**src/hdl/hlt_pkg.sv**
```systemverilog
// Shared codes, command and status types for the heartbeat liveness table.
`default_nettype none
package hlt_pkg;

    // Input operation codes
    localparam logic [2:0] OP_ADD    = 3'd0;
    localparam logic [2:0] OP_REMOVE = 3'd1;
    localparam logic [2:0] OP_RECV   = 3'd2;
    localparam logic [2:0] OP_TICK   = 3'd3;
    localparam logic [2:0] OP_QUERY  = 3'd4;

    // Completion status codes
    localparam logic [2:0] ST_OK       = 3'd0;
    localparam logic [2:0] ST_INVALID  = 3'd1;
    localparam logic [2:0] ST_EXISTS   = 3'd2;
    localparam logic [2:0] ST_FULL     = 3'd3;
    localparam logic [2:0] ST_NOTFOUND = 3'd4;

    // Result kinds
    localparam logic [1:0] KIND_EVENT = 2'd0;
    localparam logic [1:0] KIND_SEND  = 2'd1;
    localparam logic [1:0] KIND_DONE  = 2'd2;

    // Health states
    localparam logic [1:0] HEALTH_UNKNOWN = 2'd0;
    localparam logic [1:0] HEALTH_ALIVE   = 2'd1;
    localparam logic [1:0] HEALTH_SUSPECT = 2'd2;
    localparam logic [1:0] HEALTH_DEAD    = 2'd3;

    // Configuration register indexes
    localparam logic [2:0] CFG_PERIOD  = 3'd0;
    localparam logic [2:0] CFG_TIMEOUT = 3'd1;
    localparam logic [2:0] CFG_AUTO    = 3'd2;
    localparam logic [2:0] CFG_TRACK   = 3'd3;
    localparam logic [2:0] CFG_OWN_ID  = 3'd4;

    localparam logic [7:0] INVALID_ID = 8'd255;

    // Which result record the output register is loaded with
    typedef enum logic [2:0] {
        RES_DONE,
        RES_QUERY,
        RES_EVENT,
        RES_SEND,
        RES_TICK
    } t_res;

    // Controller to datapath
    typedef struct packed {
        logic       in_ready;
        logic       idx_clr;
        logic       idx_inc;
        logic       rd_en;
        logic       rd_next;
        logic       wr_add;
        logic       wr_shift;
        logic       wr_recv;
        logic       wr_tick;
        logic       cnt_inc;
        logic       cnt_dec;
        logic       chg_clr;
        logic       chg_inc;
        logic       div_start;
        logic       send_upd;
        logic       out_load;
        t_res       res;
        logic [2:0] status;
        logic       since_ones;
    } t_cmd;

    // Datapath to controller
    typedef struct packed {
        logic [2:0] op;
        logic       op_bad;
        logic       id_invalid;
        logic       idx_lt_cnt;
        logic       nxt_lt_cnt;
        logic       id_match;
        logic       full;
        logic       health_zero;
        logic       health_alive;
        logic       div_busy;
        logic       tick_changed;
        logic       send_due;
        logic       out_free;
    } t_stat;

endpackage
`default_nettype wire

```
**src/hdl/heartbeat_liveness_table.sv**
```systemverilog
// Top level of the heartbeat liveness table: controller, datapath and port glue.
//
//   channel | direction | handshake                     | payload
//   --------+-----------+-------------------------------+----------------------------------
//   input   | in        | i_in_valid / o_in_stall       | opcode, node_id, sequence_req, now
//   result  | out       | o_out_valid / i_out_stall     | kind .. last (one port per field)
//   config  | in        | i_cfg_valid / o_cfg_ready     | i_cfg_index, i_cfg_data
//
// One item at a time. Add, remove, receive and query search the table entry by entry,
// as it sits in a memory with one write port and a registered read; remove then moves
// each later entry down by one. A tick skips never-seen entries and ages each seen
// entry with the 8-step serial divider.
// Reset (i_rst_n low, synchronous) empties the table and restores register defaults.
// A stalled result holds the controller in its emit state; o_in_stall is high
// from the transfer of an item until its last result is in the output register.
`default_nettype none
module heartbeat_liveness_table import hlt_pkg::*; #(
    parameter int MAX_NEIGHBORS = 16,
    parameter int TIME_WIDTH    = 48
) (
    input  logic        i_clk,
    input  logic        i_rst_n,
    input  logic        i_in_valid,
    output logic        o_in_stall,
    input  logic [2:0]  i_opcode,
    input  logic [7:0]  i_node_id,
    input  logic [7:0]  i_sequence_req,
    input  logic [47:0] i_now,
    output logic        o_out_valid,
    input  logic        i_out_stall,
    output logic [1:0]  o_kind,
    output logic [2:0]  o_status,
    output logic [7:0]  o_event_id,
    output logic [1:0]  o_health,
    output logic [7:0]  o_seq_out,
    output logic [7:0]  o_missed,
    output logic [47:0] o_time_since,
    output logic [47:0] o_latency_avg,
    output logic [4:0]  o_count,
    output logic        o_last,
    input  logic        i_cfg_valid,
    output logic        o_cfg_ready,
    input  logic [2:0]  i_cfg_index,
    input  logic [31:0] i_cfg_data
);

    t_cmd  cmd;
    t_stat stat;
    logic  in_accept;

    // Handshakes
    assign o_in_stall  = !cmd.in_ready;
    assign in_accept   = i_in_valid && cmd.in_ready;
    assign o_cfg_ready = 1'b1;

    hlt_ctrl u_ctrl (
        .i_clk       (i_clk),
        .i_rst_n     (i_rst_n),
        .i_in_accept (in_accept),
        .i_stat      (stat),
        .o_cmd       (cmd)
    );

    hlt_dp #(
        .MAX_NEIGHBORS (MAX_NEIGHBORS),
        .TIME_WIDTH    (TIME_WIDTH)
    ) u_dp (
        .i_clk          (i_clk),
        .i_rst_n        (i_rst_n),
        .i_in_accept    (in_accept),
        .i_opcode       (i_opcode),
        .i_node_id      (i_node_id),
        .i_sequence_req (i_sequence_req),
        .i_now          (i_now),
        .i_cfg_we       (i_cfg_valid),
        .i_cfg_index    (i_cfg_index),
        .i_cfg_data     (i_cfg_data),
        .i_cmd          (cmd),
        .o_stat         (stat),
        .i_out_stall    (i_out_stall),
        .o_out_valid    (o_out_valid),
        .o_kind         (o_kind),
        .o_status       (o_status),
        .o_event_id     (o_event_id),
        .o_health       (o_health),
        .o_seq_out      (o_seq_out),
        .o_missed       (o_missed),
        .o_time_since   (o_time_since),
        .o_latency_avg  (o_latency_avg),
        .o_count        (o_count),
        .o_last         (o_last)
    );

endmodule
`default_nettype wire

```
**src/hdl/hlt_dp.sv**
```systemverilog
// Datapath: neighbor table memory, registers, serial divider and output register.
`default_nettype none
module hlt_dp import hlt_pkg::*; #(
    parameter int MAX_NEIGHBORS = 16,
    parameter int TIME_WIDTH    = 48
) (
    input  logic        i_clk,
    input  logic        i_rst_n,
    input  logic        i_in_accept,
    input  logic [2:0]  i_opcode,
    input  logic [7:0]  i_node_id,
    input  logic [7:0]  i_sequence_req,
    input  logic [47:0] i_now,
    input  logic        i_cfg_we,
    input  logic [2:0]  i_cfg_index,
    input  logic [31:0] i_cfg_data,
    input  t_cmd        i_cmd,
    output t_stat       o_stat,
    input  logic        i_out_stall,
    output logic        o_out_valid,
    output logic [1:0]  o_kind,
    output logic [2:0]  o_status,
    output logic [7:0]  o_event_id,
    output logic [1:0]  o_health,
    output logic [7:0]  o_seq_out,
    output logic [7:0]  o_missed,
    output logic [47:0] o_time_since,
    output logic [47:0] o_latency_avg,
    output logic [4:0]  o_count,
    output logic        o_last
);

    localparam int TW   = TIME_WIDTH;
    localparam int AW   = (MAX_NEIGHBORS > 1) ? $clog2(MAX_NEIGHBORS) : 1;
    localparam int CNTW = $clog2(MAX_NEIGHBORS + 1);
    localparam int DW   = 40;
    localparam int CW   = (TW > DW) ? TW : DW;

    typedef struct packed {
        logic [7:0]    id;
        logic [1:0]    health;
        logic [TW-1:0] seen_at;
        logic [7:0]    missed;
        logic [7:0]    last_seq;
        logic [TW-1:0] latency;
    } t_entry;

    t_entry          r_mem [MAX_NEIGHBORS];
    t_entry          r_rd;
    logic [31:0]     r_period;
    logic [7:0]      r_timeout;
    logic            r_auto;
    logic            r_track;
    logic [7:0]      r_own_id;
    logic [2:0]      r_op;
    logic [7:0]      r_id;
    logic [7:0]      r_seq;
    logic [TW-1:0]   r_now;
    logic [CNTW-1:0] r_count;
    logic [CNTW-1:0] r_idx;
    logic [CNTW-1:0] r_changes;
    logic [7:0]      r_send_seq;
    logic [TW-1:0]   r_last_send;
    logic            r_div_busy;
    logic [2:0]      r_div_k;
    logic [DW-1:0]   r_rem;
    logic [7:0]      r_q;
    logic [7:0]      r_evt_id;
    logic [1:0]      r_evt_h;
    logic            r_out_valid;

    logic [31:0]     per_eff;
    logic [TW-1:0]   diff_rd;
    logic [CNTW:0]   idx_nxt;
    logic [7:0]      miss_new;
    logic [1:0]      health_new;
    logic [TW-1:0]   lat_d;
    logic [TW-1:0]   lat_new;
    logic [DW-1:0]   div_sub;
    logic            div_ge;
    logic [AW-1:0]   rd_addr;
    logic [AW-1:0]   wr_addr;
    logic            wr_en;
    t_entry          wr_data;

    // Common arithmetic
    assign per_eff = (r_period == 32'd0) ? 32'd1 : r_period;
    assign diff_rd = r_now - r_rd.seen_at;
    assign idx_nxt = (CNTW + 1)'(r_idx) + (CNTW + 1)'(1);

    // Tick aging of the entry held in the read register
    assign miss_new = (r_q > r_rd.missed) ? r_q : r_rd.missed;
    always_comb begin
        if (miss_new == 8'd0) begin
            health_new = HEALTH_ALIVE;
        end else if (miss_new < r_timeout) begin
            health_new = HEALTH_SUSPECT;
        end else begin
            health_new = HEALTH_DEAD;
        end
    end

    // Latency moving average: seven eighths of the old average plus one eighth of the round trip, rounded down
    always_comb begin
        if (diff_rd >= r_rd.latency) begin
            lat_d   = diff_rd - r_rd.latency;
            lat_new = r_rd.latency + (lat_d >> 3);
        end else begin
            lat_d   = r_rd.latency - diff_rd;
            lat_new = r_rd.latency - ((lat_d >> 3) + TW'(|lat_d[2:0]));
        end
    end

    // Status toward the controller
    always_comb begin
        o_stat.op           = r_op;
        o_stat.op_bad       = r_op > OP_QUERY;
        o_stat.id_invalid   = r_id == INVALID_ID;
        o_stat.idx_lt_cnt   = r_idx < r_count;
        o_stat.nxt_lt_cnt   = idx_nxt < (CNTW + 1)'(r_count);
        o_stat.id_match     = r_rd.id == r_id;
        o_stat.full         = r_count == CNTW'(MAX_NEIGHBORS);
        o_stat.health_zero  = r_rd.health == HEALTH_UNKNOWN;
        o_stat.health_alive = r_rd.health == HEALTH_ALIVE;
        o_stat.div_busy     = r_div_busy;
        o_stat.tick_changed = health_new != r_rd.health;
        o_stat.send_due     = r_auto && ((r_now - r_last_send) >= TW'(per_eff));
        o_stat.out_free     = !r_out_valid || !i_out_stall;
    end

    // Table addresses and write data
    assign rd_addr = i_cmd.rd_next ? idx_nxt[AW-1:0] : r_idx[AW-1:0];
    assign wr_addr = i_cmd.wr_add ? r_count[AW-1:0] : r_idx[AW-1:0];
    assign wr_en   = i_cmd.wr_add | i_cmd.wr_shift | i_cmd.wr_recv | i_cmd.wr_tick;

    always_comb begin
        wr_data = r_rd;
        if (i_cmd.wr_add) begin
            wr_data    = '0;
            wr_data.id = r_id;
        end else if (i_cmd.wr_recv) begin
            wr_data.health   = HEALTH_ALIVE;
            wr_data.seen_at  = r_now;
            wr_data.last_seq = r_seq;
            wr_data.missed   = 8'd0;
            if (r_track && (r_rd.seen_at != '0)) begin
                wr_data.latency = lat_new;
            end
        end else if (i_cmd.wr_tick) begin
            wr_data.missed = miss_new;
            wr_data.health = health_new;
        end
    end

    // Table memory, one write and one registered read
    always_ff @(posedge i_clk) begin
        if (wr_en) begin
            r_mem[wr_addr] <= wr_data;
        end
        if (i_cmd.rd_en) begin
            r_rd <= r_mem[rd_addr];
        end
    end

    // Configuration registers
    always_ff @(posedge i_clk) begin
        if (!i_rst_n) begin
            r_period  <= 32'd10000;
            r_timeout <= 8'd3;
            r_auto    <= 1'b1;
            r_track   <= 1'b0;
            r_own_id  <= 8'd0;
        end else if (i_cfg_we) begin
            unique case (i_cfg_index)
                CFG_PERIOD:  r_period  <= i_cfg_data;
                CFG_TIMEOUT: r_timeout <= i_cfg_data[7:0];
                CFG_AUTO:    r_auto    <= i_cfg_data[0];
                CFG_TRACK:   r_track   <= i_cfg_data[0];
                CFG_OWN_ID:  r_own_id  <= i_cfg_data[7:0];
                default: ;
            endcase
        end
    end

    // Input item capture
    always_ff @(posedge i_clk) begin
        if (i_in_accept) begin
            r_op  <= i_opcode;
            r_id  <= i_node_id;
            r_seq <= i_sequence_req;
            r_now <= TW'(i_now);
        end
    end

    // Walk index, entry count, change count and send state
    always_ff @(posedge i_clk) begin
        if (!i_rst_n) begin
            r_idx       <= '0;
            r_count     <= '0;
            r_changes   <= '0;
            r_send_seq  <= 8'd0;
            r_last_send <= '0;
        end else begin
            if (i_cmd.idx_clr) begin
                r_idx <= '0;
            end else if (i_cmd.idx_inc) begin
                r_idx <= r_idx + CNTW'(1);
            end
            if (i_cmd.cnt_inc) begin
                r_count <= r_count + CNTW'(1);
            end else if (i_cmd.cnt_dec) begin
                r_count <= r_count - CNTW'(1);
            end
            if (i_cmd.chg_clr) begin
                r_changes <= '0;
            end else if (i_cmd.chg_inc) begin
                r_changes <= r_changes + CNTW'(1);
            end
            if (i_cmd.send_upd) begin
                r_send_seq  <= r_send_seq + 8'd1;
                r_last_send <= r_now;
            end
        end
    end

    // Event record captured when a receive or a tick rewrites an entry
    always_ff @(posedge i_clk) begin
        if (i_cmd.wr_recv) begin
            r_evt_id <= r_rd.id;
            r_evt_h  <= HEALTH_ALIVE;
        end else if (i_cmd.wr_tick) begin
            r_evt_id <= r_rd.id;
            r_evt_h  <= health_new;
        end
    end

    // Missed-period divider: saturation test, then one quotient bit a cycle
    assign div_sub = DW'(per_eff) << r_div_k;
    assign div_ge  = r_rem >= div_sub;

    always_ff @(posedge i_clk) begin
        if (!i_rst_n) begin
            r_div_busy <= 1'b0;
        end else if (i_cmd.div_start) begin
            if (CW'(diff_rd) >= (CW'(per_eff) << 8)) begin
                r_q        <= 8'd255;
                r_div_busy <= 1'b0;
            end else begin
                r_rem      <= DW'(diff_rd);
                r_q        <= 8'd0;
                r_div_k    <= 3'd7;
                r_div_busy <= 1'b1;
            end
        end else if (r_div_busy) begin
            if (div_ge) begin
                r_rem        <= r_rem - div_sub;
                r_q[r_div_k] <= 1'b1;
            end
            if (r_div_k == 3'd0) begin
                r_div_busy <= 1'b0;
            end
            r_div_k <= r_div_k - 3'd1;
        end
    end

    // Output register
    always_ff @(posedge i_clk) begin
        if (!i_rst_n) begin
            r_out_valid <= 1'b0;
        end else if (i_cmd.out_load) begin
            r_out_valid <= 1'b1;
        end else if (!i_out_stall) begin
            r_out_valid <= 1'b0;
        end
    end

    always_ff @(posedge i_clk) begin
        if (i_cmd.out_load) begin
            o_kind        <= KIND_DONE;
            o_status      <= ST_OK;
            o_event_id    <= 8'd0;
            o_health      <= HEALTH_UNKNOWN;
            o_seq_out     <= 8'd0;
            o_missed      <= 8'd0;
            o_time_since  <= 48'd0;
            o_latency_avg <= 48'd0;
            o_count       <= 5'd0;
            o_last        <= 1'b1;
            case (i_cmd.res)
                RES_DONE: begin
                    o_status   <= i_cmd.status;
                    o_event_id <= r_id;
                    if (i_cmd.since_ones) begin
                        o_time_since <= '1;
                    end
                end
                RES_QUERY: begin
                    o_event_id    <= r_id;
                    o_health      <= r_rd.health;
                    o_seq_out     <= r_rd.last_seq;
                    o_missed      <= r_rd.missed;
                    o_time_since  <= (r_rd.seen_at == '0) ? '1 : 48'(diff_rd);
                    o_latency_avg <= 48'(r_rd.latency);
                end
                RES_EVENT: begin
                    o_kind     <= KIND_EVENT;
                    o_event_id <= r_evt_id;
                    o_health   <= r_evt_h;
                    o_last     <= 1'b0;
                end
                RES_SEND: begin
                    o_kind     <= KIND_SEND;
                    o_event_id <= r_own_id;
                    o_seq_out  <= r_send_seq;
                    o_count    <= 5'(r_count);
                    o_last     <= 1'b0;
                end
                RES_TICK: begin
                    o_count <= 5'(r_changes);
                end
                default: ;
            endcase
        end
    end

    assign o_out_valid = r_out_valid;

endmodule
`default_nettype wire

```
**src/hdl/hlt_ctrl.sv**
```systemverilog
// Controller: sequences table search, shift, tick walk and result emission.
`default_nettype none
module hlt_ctrl import hlt_pkg::*; (
    input  logic  i_clk,
    input  logic  i_rst_n,
    input  logic  i_in_accept,
    input  t_stat i_stat,
    output t_cmd  o_cmd
);

    typedef enum logic [15:0] {
        S_IDLE      = 16'h0001,
        S_DECODE    = 16'h0002,
        S_SRCH_RD   = 16'h0004,
        S_SRCH_CMP  = 16'h0008,
        S_ACT       = 16'h0010,
        S_SHIFT_RD  = 16'h0020,
        S_SHIFT_WR  = 16'h0040,
        S_RECV_EVT  = 16'h0080,
        S_TICK_RD   = 16'h0100,
        S_TICK_CHK  = 16'h0200,
        S_TICK_DIV  = 16'h0400,
        S_TICK_UPD  = 16'h0800,
        S_TICK_EVT  = 16'h1000,
        S_SEND      = 16'h2000,
        S_FINISH    = 16'h4000,
        S_SPARE     = 16'h8000
    } t_state;

    t_state     r_state, n_state;
    t_res       r_fin_res, n_fin_res;
    logic [2:0] r_fin_st, n_fin_st;
    logic       r_fin_ones, n_fin_ones;

    always_ff @(posedge i_clk) begin
        if (!i_rst_n) begin
            r_state    <= S_IDLE;
            r_fin_res  <= RES_DONE;
            r_fin_st   <= ST_OK;
            r_fin_ones <= 1'b0;
        end else begin
            r_state    <= n_state;
            r_fin_res  <= n_fin_res;
            r_fin_st   <= n_fin_st;
            r_fin_ones <= n_fin_ones;
        end
    end

    // Next state and commands
    always_comb begin
        n_state    = r_state;
        n_fin_res  = r_fin_res;
        n_fin_st   = r_fin_st;
        n_fin_ones = r_fin_ones;
        o_cmd      = '0;
        o_cmd.res  = RES_DONE;
        unique case (r_state)
            S_IDLE: begin
                o_cmd.in_ready = 1'b1;
                if (i_in_accept) begin
                    n_state = S_DECODE;
                end
            end
            S_DECODE: begin
                o_cmd.idx_clr = 1'b1;
                o_cmd.chg_clr = 1'b1;
                n_fin_res     = RES_DONE;
                n_fin_st      = ST_INVALID;
                n_fin_ones    = 1'b0;
                if (i_stat.op == OP_TICK) begin
                    n_state = S_TICK_RD;
                end else if (i_stat.op_bad) begin
                    n_state = S_FINISH;
                end else if (i_stat.id_invalid) begin
                    n_fin_ones = i_stat.op == OP_QUERY;
                    n_state    = S_FINISH;
                end else begin
                    n_state = S_SRCH_RD;
                end
            end
            S_SRCH_RD: begin
                if (i_stat.idx_lt_cnt) begin
                    o_cmd.rd_en = 1'b1;
                    n_state     = S_SRCH_CMP;
                end else begin
                    // id not in the table
                    n_state  = S_FINISH;
                    n_fin_st = ST_OK;
                    case (i_stat.op)
                        OP_ADD: begin
                            if (i_stat.full) begin
                                n_fin_st = ST_FULL;
                            end else begin
                                o_cmd.wr_add  = 1'b1;
                                o_cmd.cnt_inc = 1'b1;
                            end
                        end
                        OP_REMOVE: n_fin_st = ST_NOTFOUND;
                        OP_QUERY: begin
                            n_fin_st   = ST_NOTFOUND;
                            n_fin_ones = 1'b1;
                        end
                        default: ;
                    endcase
                end
            end
            S_SRCH_CMP: begin
                if (i_stat.id_match) begin
                    n_state = S_ACT;
                end else begin
                    o_cmd.idx_inc = 1'b1;
                    n_state       = S_SRCH_RD;
                end
            end
            S_ACT: begin
                // id found at the walk index, entry in the read register
                n_fin_st = ST_OK;
                n_state  = S_FINISH;
                case (i_stat.op)
                    OP_ADD: n_fin_st = ST_EXISTS;
                    OP_REMOVE: n_state = S_SHIFT_RD;
                    OP_RECV: begin
                        o_cmd.wr_recv = 1'b1;
                        if (!i_stat.health_alive) begin
                            n_state = S_RECV_EVT;
                        end
                    end
                    OP_QUERY: n_fin_res = RES_QUERY;
                    default: ;
                endcase
            end
            S_SHIFT_RD: begin
                if (i_stat.nxt_lt_cnt) begin
                    o_cmd.rd_en   = 1'b1;
                    o_cmd.rd_next = 1'b1;
                    n_state       = S_SHIFT_WR;
                end else begin
                    o_cmd.cnt_dec = 1'b1;
                    n_state       = S_FINISH;
                end
            end
            S_SHIFT_WR: begin
                o_cmd.wr_shift = 1'b1;
                o_cmd.idx_inc  = 1'b1;
                n_state        = S_SHIFT_RD;
            end
            S_RECV_EVT: begin
                if (i_stat.out_free) begin
                    o_cmd.out_load = 1'b1;
                    o_cmd.res      = RES_EVENT;
                    n_state        = S_FINISH;
                end
            end
            S_TICK_RD: begin
                if (i_stat.idx_lt_cnt) begin
                    o_cmd.rd_en = 1'b1;
                    n_state     = S_TICK_CHK;
                end else begin
                    n_state = S_SEND;
                end
            end
            S_TICK_CHK: begin
                // never-seen entries are skipped
                if (i_stat.health_zero) begin
                    o_cmd.idx_inc = 1'b1;
                    n_state       = S_TICK_RD;
                end else begin
                    o_cmd.div_start = 1'b1;
                    n_state         = S_TICK_DIV;
                end
            end
            S_TICK_DIV: begin
                if (!i_stat.div_busy) begin
                    n_state = S_TICK_UPD;
                end
            end
            S_TICK_UPD: begin
                o_cmd.wr_tick = 1'b1;
                if (i_stat.tick_changed) begin
                    o_cmd.chg_inc = 1'b1;
                    n_state       = S_TICK_EVT;
                end else begin
                    o_cmd.idx_inc = 1'b1;
                    n_state       = S_TICK_RD;
                end
            end
            S_TICK_EVT: begin
                if (i_stat.out_free) begin
                    o_cmd.out_load = 1'b1;
                    o_cmd.res      = RES_EVENT;
                    o_cmd.idx_inc  = 1'b1;
                    n_state        = S_TICK_RD;
                end
            end
            S_SEND: begin
                n_fin_res = RES_TICK;
                if (!i_stat.send_due) begin
                    n_state = S_FINISH;
                end else if (i_stat.out_free) begin
                    o_cmd.out_load = 1'b1;
                    o_cmd.res      = RES_SEND;
                    o_cmd.send_upd = 1'b1;
                    n_state        = S_FINISH;
                end
            end
            S_FINISH: begin
                if (i_stat.out_free) begin
                    o_cmd.out_load   = 1'b1;
                    o_cmd.res        = r_fin_res;
                    o_cmd.status     = r_fin_st;
                    o_cmd.since_ones = r_fin_ones;
                    n_state          = S_IDLE;
                end
            end
            default: begin
                n_state = S_IDLE;
            end
        endcase
    end

endmodule
`default_nettype wire

```
**config.mk**
```make
export PLATFORM = sky130hd
export DESIGN_NAME = heartbeat_liveness_table
export DESIGN_NICKNAME = d
export VERILOG_FILES = /design/src/hdl/hlt_pkg.sv /design/src/hdl/heartbeat_liveness_table.sv /design/src/hdl/hlt_dp.sv /design/src/hdl/hlt_ctrl.sv
export SDC_FILE = /design/constraint.sdc
export NUM_CORES = 2
export LEC_CHECK = 0
export ABC_AREA = 0
export BUFFER_PORTS_ARGS = -buffer_cell sky130_fd_sc_hd__buf_2
export CAP_MARGIN = 5
export CORE_MARGIN = 10
export CORE_UTILIZATION = 35
export CTS_BUF_LIST = sky130_fd_sc_hd__clkbuf_8
export DETAILED_ROUTE_END_ITERATION = 6
export PLACE_DENSITY = 0.61
export SYNTH_ARGS = -nofsm -noshare
export SYNTH_HDL_FRONTEND = slang
export SYNTH_HIERARCHICAL = 1
export SYNTH_SLANG_ARGS = --single-unit
```
**constraint.sdc**
```tcl
create_clock -name i_clk -period 12.23 [get_ports i_clk]
set_input_delay 1.223 -clock i_clk [delete_from_list [all_inputs] [get_ports i_clk]]
set_output_delay 1.223 -clock i_clk [all_outputs]
set_load 0.02 [all_outputs]
```
Word-level counts from Yosys, hierarchy flattened
Memories as Yosys holds them, arrays and structs flattened. A register that Yosys moved wholly into a read port is not among the register bits.
Cells that the tools add are included.
{ "op_classes": {"n_shift": 1, "addsub": 15, "multipliers": 0, "bitwise_logic": 5, "order_cmp": 11, "div": 0, "muxes": 113, "n_eq_ne": 41, "reduce_logical": 44} }
{ "op_table": {"columns": ["operator", "count"], "rows": [
  ["48-bit 2-to-1 mux", 5],
  ["16-bit case mux with 15 select lines", 1],
  ["48-bit subtractor", 5],
  ["40-bit 2-to-1 mux", 4],
  ["114-bit 2-to-1 mux", 1],
  ["16-bit 2-to-1 mux", 7],
  ["48-bit case mux with 2 select lines", 1],
  ["8-bit 2-to-1 mux", 11],
  ["15-bit 2-to-1 mux", 5],
  ["56-bit 2-to-1 mux", 1],
  ["48-bit by 45-bit adder with 48-bit output", 1],
  ["48-bit by 32-bit greater-or-equal comparator with 1-bit output", 1],
  ["48-bit by 40-bit greater-or-equal comparator with 1-bit output", 1],
  ["48-bit greater-or-equal comparator", 1],
  ["48-bit zero test", 1],
  ["48-bit nonzero test", 1],
  ["45-bit by 1-bit adder with 46-bit output", 1],
  ["40-bit greater-or-equal comparator", 1],
  ["1-bit 2-to-1 mux", 40],
  ["32-bit by 3-bit << shifter with 40-bit output", 1],
  ["40-bit subtractor", 1],
  ["32-bit zero test", 1],
  ["32-bit 2-to-1 mux", 1],
  ["15-bit case mux with 2 select lines", 1],
  ["other kinds (70)", 136]
]} }
{ "totals": {"mem_bits_ro": 0, "reg_bits": 407, "output_inout_bits": 136, "ram_bits": 1952, "in_bits": 107, "word_cells": 266, "latch_bits": 0, "n_memories": 1} }
{ "mem_list": {"columns": ["memory", "depth", "width", "read_ports", "rd_ports_with_merged_regs", "wr", "line", "text"], "rows": [
  ["u_dp.r_mem", 16, 122, 1, 1, 1, "hlt_dp.sv:48", "t_entry r_mem [MAX_NEIGHBORS];"]
]} }

Logic depth before layout (Yosys ltp)
{ "depth": {"word_depth": 10, "ltp_mapped": 38, "mapped_depth_nobuf": 38} }

Cells and area by module
Netlist, hierarchy kept.
{ "by_module_without_submodules": {"columns": ["module", "seq_area_each_um2", "area_each_um2", "cells_each", "instances"], "rows": [
  ["hlt_dp", 72529.6, 115205.5, 7599, 1],
  ["hlt_ctrl", 440.4, 1607.8, 206, 1],
  ["heartbeat_liveness_table", 0.0, 21.3, 4, 1]
]} }

Worst setup path after synthesis
No wires, ideal clock.
{ "synth_path": {"path_type": "register to register", "start": "reg u_dp.r_now[0]", "end": "reg u_dp.o_count[0] (enable)", "slack_ns": 3.378, "path_buffers": 0, "synth_period_minus_slack_ns": 8.852, "setup_time_ns": 0.502, "arrival_ns": 8.350, "path_stages_with_launch": 34, "t_required_ns": 11.728, "path_cell_list": "edfxtp_1 -> inv_1 -> ha_1 -> inv_1 -> fa_1 -> a21o_1 -> a221oi_1 -> nor3b_1 -> o21ai_0 -> o32ai_1 -> a41oi_1 -> o21bai_1 -> a21o_1 -> a21oi_1 -> nor2_1 -> a211o_1 -> a21oi_1 -> xnor2_1 -> ha_1 -> nand4_1 -> nor3_1 -> and3_1 -> a31oi_1 -> o21ai_0 -> a2111oi_0 -> o211ai_1 -> a2111oi_0 -> nand4_1 -> nor4_1 -> nand4_1 -> o31a_1 -> and2_1 -> o21a_1 -> or2_1"} }
{ "synth_rtl": {"columns": ["item", "line", "text"], "rows": [
  ["from (decl)", "hlt_dp.sv:58", "logic [TW-1:0] r_now;"],
  ["from (signal assigned)", "hlt_dp.sv:191", "r_now <= TW'(i_now);"],
  ["to (signal assigned)", "hlt_dp.sv:315", "o_count <= 5'(r_count);"],
  ["to (signal assigned)", "hlt_dp.sv:319", "o_count <= 5'(r_changes);"],
  ["to (decl)", "hlt_dp.sv:29", "output logic [4:0] o_count,"]
]} }

==> results.py <==
metrics = {
    "outcome": {
        "status": "finished with violations",
        "violations": "DRC",
    },
    "placed_design": {
        "hpwlAfterDp_um": 236700,
        "port-buffer-count": 241,
        "globalplace.congestion": 0.9625,
    },
    "yosys": {
        "yosys.area.top_type": "sky130_fd_sc_hd__edfxtp_1",
        "synth_seq_area_share": 0.6246,
        "synth_cells": 7809,
        "synth.area.top_cells": "sky130_fd_sc_hd__edfxtp_1, sky130_fd_sc_hd__mux4_2, sky130_fd_sc_hd__ha_1, sky130_fd_sc_hd__dfxtp_1, sky130_fd_sc_hd__a21oi_1",
        "syn-mean-instance-area_sq_um": 14.96,
        "synth.lib_cells_used.distinct": 109,
        "synth_top_area_share": 0.5994,
        "synth_top_flop_cell": "sky130_fd_sc_hd__edfxtp_1",
        "synth_seq_cells": 2479,
        "synth_nets": 8352,
        "synth_edf_count": 2332,
        "async_set_reset_flop_share_out_of_synthesis": 0,
        "syn-cell-area_sq_um": 116800,
        "synth_warn": 6,
    },
    "die": {
        "chip_width_um": 597.8,
        "die_extent_in_y_um": 597.8,
        "placement_rows": 212,
        "ioPinCount": 243,
        "full_die_area_sq_um": 357300,
        "initial_core_util": 0.3510,
        "core-area_sq_um": 332900,
    },
    "sta": {
        "hold_violations": 0,
        "setup_viol_count_final": 0,
        "worstMarginPinSlew_ns": 1.352,
        "hold-worst-slack_ns": 0.3837,
        "drv_slew": 0,
        "fin_setup_tns_ns": 0,
        "rsz0062_at_grt": "false",
        "achievable-frequency_ghz": 0.1007,
        "post-route-period-util": 0.8122,
        "period_minus_slack_ns": 9.934,
        "relSlewSlack": 0.09043,
        "skew_final_ns": 0.1302,
    },
    "clock_tree": {
        "cts_made_buffers": 405,
        "insertion_delay_ns": 1.04,
        "cts_hold_buffers": 0,
        "cts_max_path_buffers": 4,
        "post-cts-setup-buffer-count": 0,
        "htree_levels": 5,
        "tritoncts": "built",
        "cts.repair.resized": 0,
        "cts.reportedPaths.clkPinSlew_ns": 0.06,
        "root_buffer": "sky130_fd_sc_hd__clkbuf_8",
        "cts.sink_count": 2479,
    },
    "min_path": {
        "worstHoldPathType": "primary input to flip-flop",
    },
    "routing": {
        "route.detailed.vias_per_inst": 5.625,
        "detail_route.drc_violations": 1,
        "number_of_optimization_iterations_in_the_first_detailed_route_pass": 7,
        "drt-total-wl_um": 360400,
        "drt.antenna.violating_nets": 0,
        "route.detailed.wl_per_inst_um": 27.78,
        "drt_iter0_markers": 7595,
        "via_count": 72970,
    },
    "global_routing": {
        "maximum_number_of_pins_on_one_net_before_global_route_repair": 129,
        "grt_first_pass_wirelength_um": 516500,
        "antenna_found_initial": 18,
        "globalRouteTotalUtil": 0.1946,
        "globalRouteOverflowTotal": 0,
        "first_global_vias": 72690,
    },
    "power": {
        "power_frac_clock": 0.405,
        "p_per_area_nw_per_um2": 127.3,
        "power_frac_seq": 0.550,
        "p_leak_nw": 38.11,
        "power.share.switching": 0.2293,
        "power_switching_w": 0.003832,
        "peakVddDrop_v": 0.00008788,
        "combinationalPowerShare": 0.045,
        "internal_power_w": 0.01288,
    },
    "worst_setup_path": {
        "setup.worst_path.end_class": "flip-flop",
        "start_kind": "flip-flop",
        "worstPathArrival_ns": 10.57,
        "crit_path_max_delay_cell_type": "sky130_fd_sc_hd__a21oi_1",
        "critical_path.max_fanout": 16,
        "worst_ep_required_time_ns": 12.87,
        "cp_slowest_stage_delay_ns": 0.94,
        "critPathKind": "flip-flop to flip-flop",
    },
    "layout": {
        "num-fill-cells": 30530,
        "final_cell_utilization_of_the_core": 0.3944,
        "post_route_cells_drive_above_1_share": 0.1929,
        "area_delta_synth_final_pct": 12.38,
        "final_nets": 8798,
    },
    "job": {
        "cap_violations": 0,
    },
}
==> Yosys cell counts (all sizes together), types with 20 or more instances <==
cell type,number
a211oi,70
a21o,204
a21oi,443
a221oi,20
a31oi,48
and2,32
and3,47
buf,82
clkbuf,294
dfxtp,147
edfxtp,2332
ha,428
inv,417
mux2i,177
mux4,625
nand2,446
nand2b,67
nand3,79
nand4,90
nor2,482
nor2b,58
nor3,68
nor4,49
o211ai,42
o21a,49
o21ai,302
o21bai,48
o31ai,21
or2,23
xnor2,186
xor2,126
==> critical path: cells and delay by family (launching register included) <==
kind	cells	cell delay, ns
AOI/OAI and AO/OA	16	4.17
muxes	1	0.33
adders and majority gates	4	1.41
and+or+nand+nor	5	1.22
DFF	1	0.44
buffers and inverters	5	0.80
xor gates and xnor gates	3	1.15
==> cell usage in the layout, fill, tap and decap left out, types with 41 or more instances in the layout <==
master	count
sky130_fd_sc_hd__ha_1	428
sky130_fd_sc_hd__mux4_2	625
sky130_fd_sc_hd__nand3_1	79
sky130_fd_sc_hd__edfxtp_1	2332
sky130_fd_sc_hd__nor3_1	63
sky130_fd_sc_hd__buf_2	241
sky130_fd_sc_hd__nor2b_1	57
sky130_fd_sc_hd__xor2_1	124
sky130_fd_sc_hd__nand4_1	90
sky130_fd_sc_hd__clkinv_1	86
sky130_fd_sc_hd__mux2i_1	177
sky130_fd_sc_hd__a31oi_1	47
sky130_fd_sc_hd__buf_4	160
sky130_fd_sc_hd__nor4_1	43
sky130_fd_sc_hd__nand2b_1	66
sky130_fd_sc_hd__o211ai_1	41
sky130_fd_sc_hd__a211oi_1	69
sky130_fd_sc_hd__inv_1	564
sky130_fd_sc_hd__nand2_1	445
sky130_fd_sc_hd__o21ai_0	289
sky130_fd_sc_hd__o21bai_1	48
sky130_fd_sc_hd__a21oi_1	441
sky130_fd_sc_hd__dfxtp_1	147
sky130_fd_sc_hd__xnor2_1	185
sky130_fd_sc_hd__and3_1	45
sky130_fd_sc_hd__a21o_1	203
sky130_fd_sc_hd__nor2_1	457
sky130_fd_sc_hd__o21a_1	49
sky130_fd_sc_hd__clkbuf_8	415
==> path summary, 6_finish.rpt <==
kind                                                     start                              to  slack, ns  cells past startpoint
worst max-delay path                   u_dp/r_rd[68]$_DFFE_PP_    u_dp/r_mem[13][36]$_DFFE_PP_       2.30                     34
worst min-delay path                              i_node_id[6]          u_dp/r_id[6]$_DFFE_PP_       0.38                      1
worst max register to register         u_dp/r_rd[68]$_DFFE_PP_    u_dp/r_mem[13][36]$_DFFE_PP_       2.30                     34
worst min register to register  u_dp/r_timeout[2]$_SDFFE_PN0P_  u_dp/r_timeout[2]$_SDFFE_PN0P_       0.45                      2
==> kinds of logic after synthesis <==
logic type / count (synthesis) / synth area share
xor+xnor: 312 / 0.02339
mux: 817 / 0.1371
buf+inv: 797 / 0.02624
simple gates: 1540 / 0.06338
other cells: 2 / 0.00006428
fa+ha+maj: 442 / 0.04775
compound gates: 1420 / 0.07753
flops: 2479 / 0.6246
==> flip-flops by register name, summed over array words and instances, names as in the netlist, 8 cells and up <==
name                count
u_dp/o_missed           8
u_dp/r_period          32
u_dp/r_rem             40
u_dp/r_mem           1952
u_dp/o_seq_out          8
u_dp/o_latency_avg     48
u_ctrl/r_state         16
u_dp/r_timeout          8
u_dp/r_last_send       48
u_dp/r_now             48
u_dp/r_seq              8
u_dp/r_send_seq         8
u_dp/r_q                8
u_dp/o_time_since      48
u_dp/r_rd             122
u_dp/r_id               8
u_dp/r_evt_id           8
u_dp/o_event_id         8
u_dp/r_own_id           8
==> area by class of cell <==
| cell class | count | area, sq um | area share |
|---|---|---|---|
| Sequential cell | 2479 | 72970 | 0.5558 |
| Multi-Input combinational cell | 4533 | 41080 | 0.3129 |
| Clock buffer | 415 | 5712 | 0.04350 |
| Tap cell | 4387 | 5489 | 0.04181 |
| Timing Repair Buffer | 415 | 2688 | 0.02047 |
| Clock inverter | 307 | 1744 | 0.01328 |
| Inverter | 421 | 1584 | 0.01206 |
| Antenna cell | 14 | 35.03 | 0.0002668 |
==> power by group through the flow <==
stage	Clock [W]	Combinational (W)	Sequential (W)
after floorplan	0	0.000486	0.00935
after CTS	0.00691	0.000744	0.00919
after global routing	0.00730	0.000819	0.00918
after global placement	0	0.000737	0.00937
after detailed placement	0	0.000739	0.00937
final	0.00676	0.000756	0.00919
==> layer usage <==
metal | GRT usage | vias up | share of wire
met3 | 0.02947 | 664 | 0.068
met4 | 0.07558 | 6 | 0.040
met1 | 0.2634 | 37650 | 0.42
met5 | 0 | - | 0.00010
met2 | 0.3168 | 3243 | 0.48
li1 | - | 31400 | -
==> stage by stage <==
step	cell area [sq um]	std cells	setup slack [ns]	total power, W
floorplan	116800	7809	3.378	0.009836
global placement	123800	12230	2.698	0.01010
detailed placement	123800	12230	2.579	0.01010
CTS	131300	12960	2.499	0.01685
global route	131300	12960	1.561	0.01730
finish	131300	12970	2.296	0.01671
(Power assumes the default switching activity.)
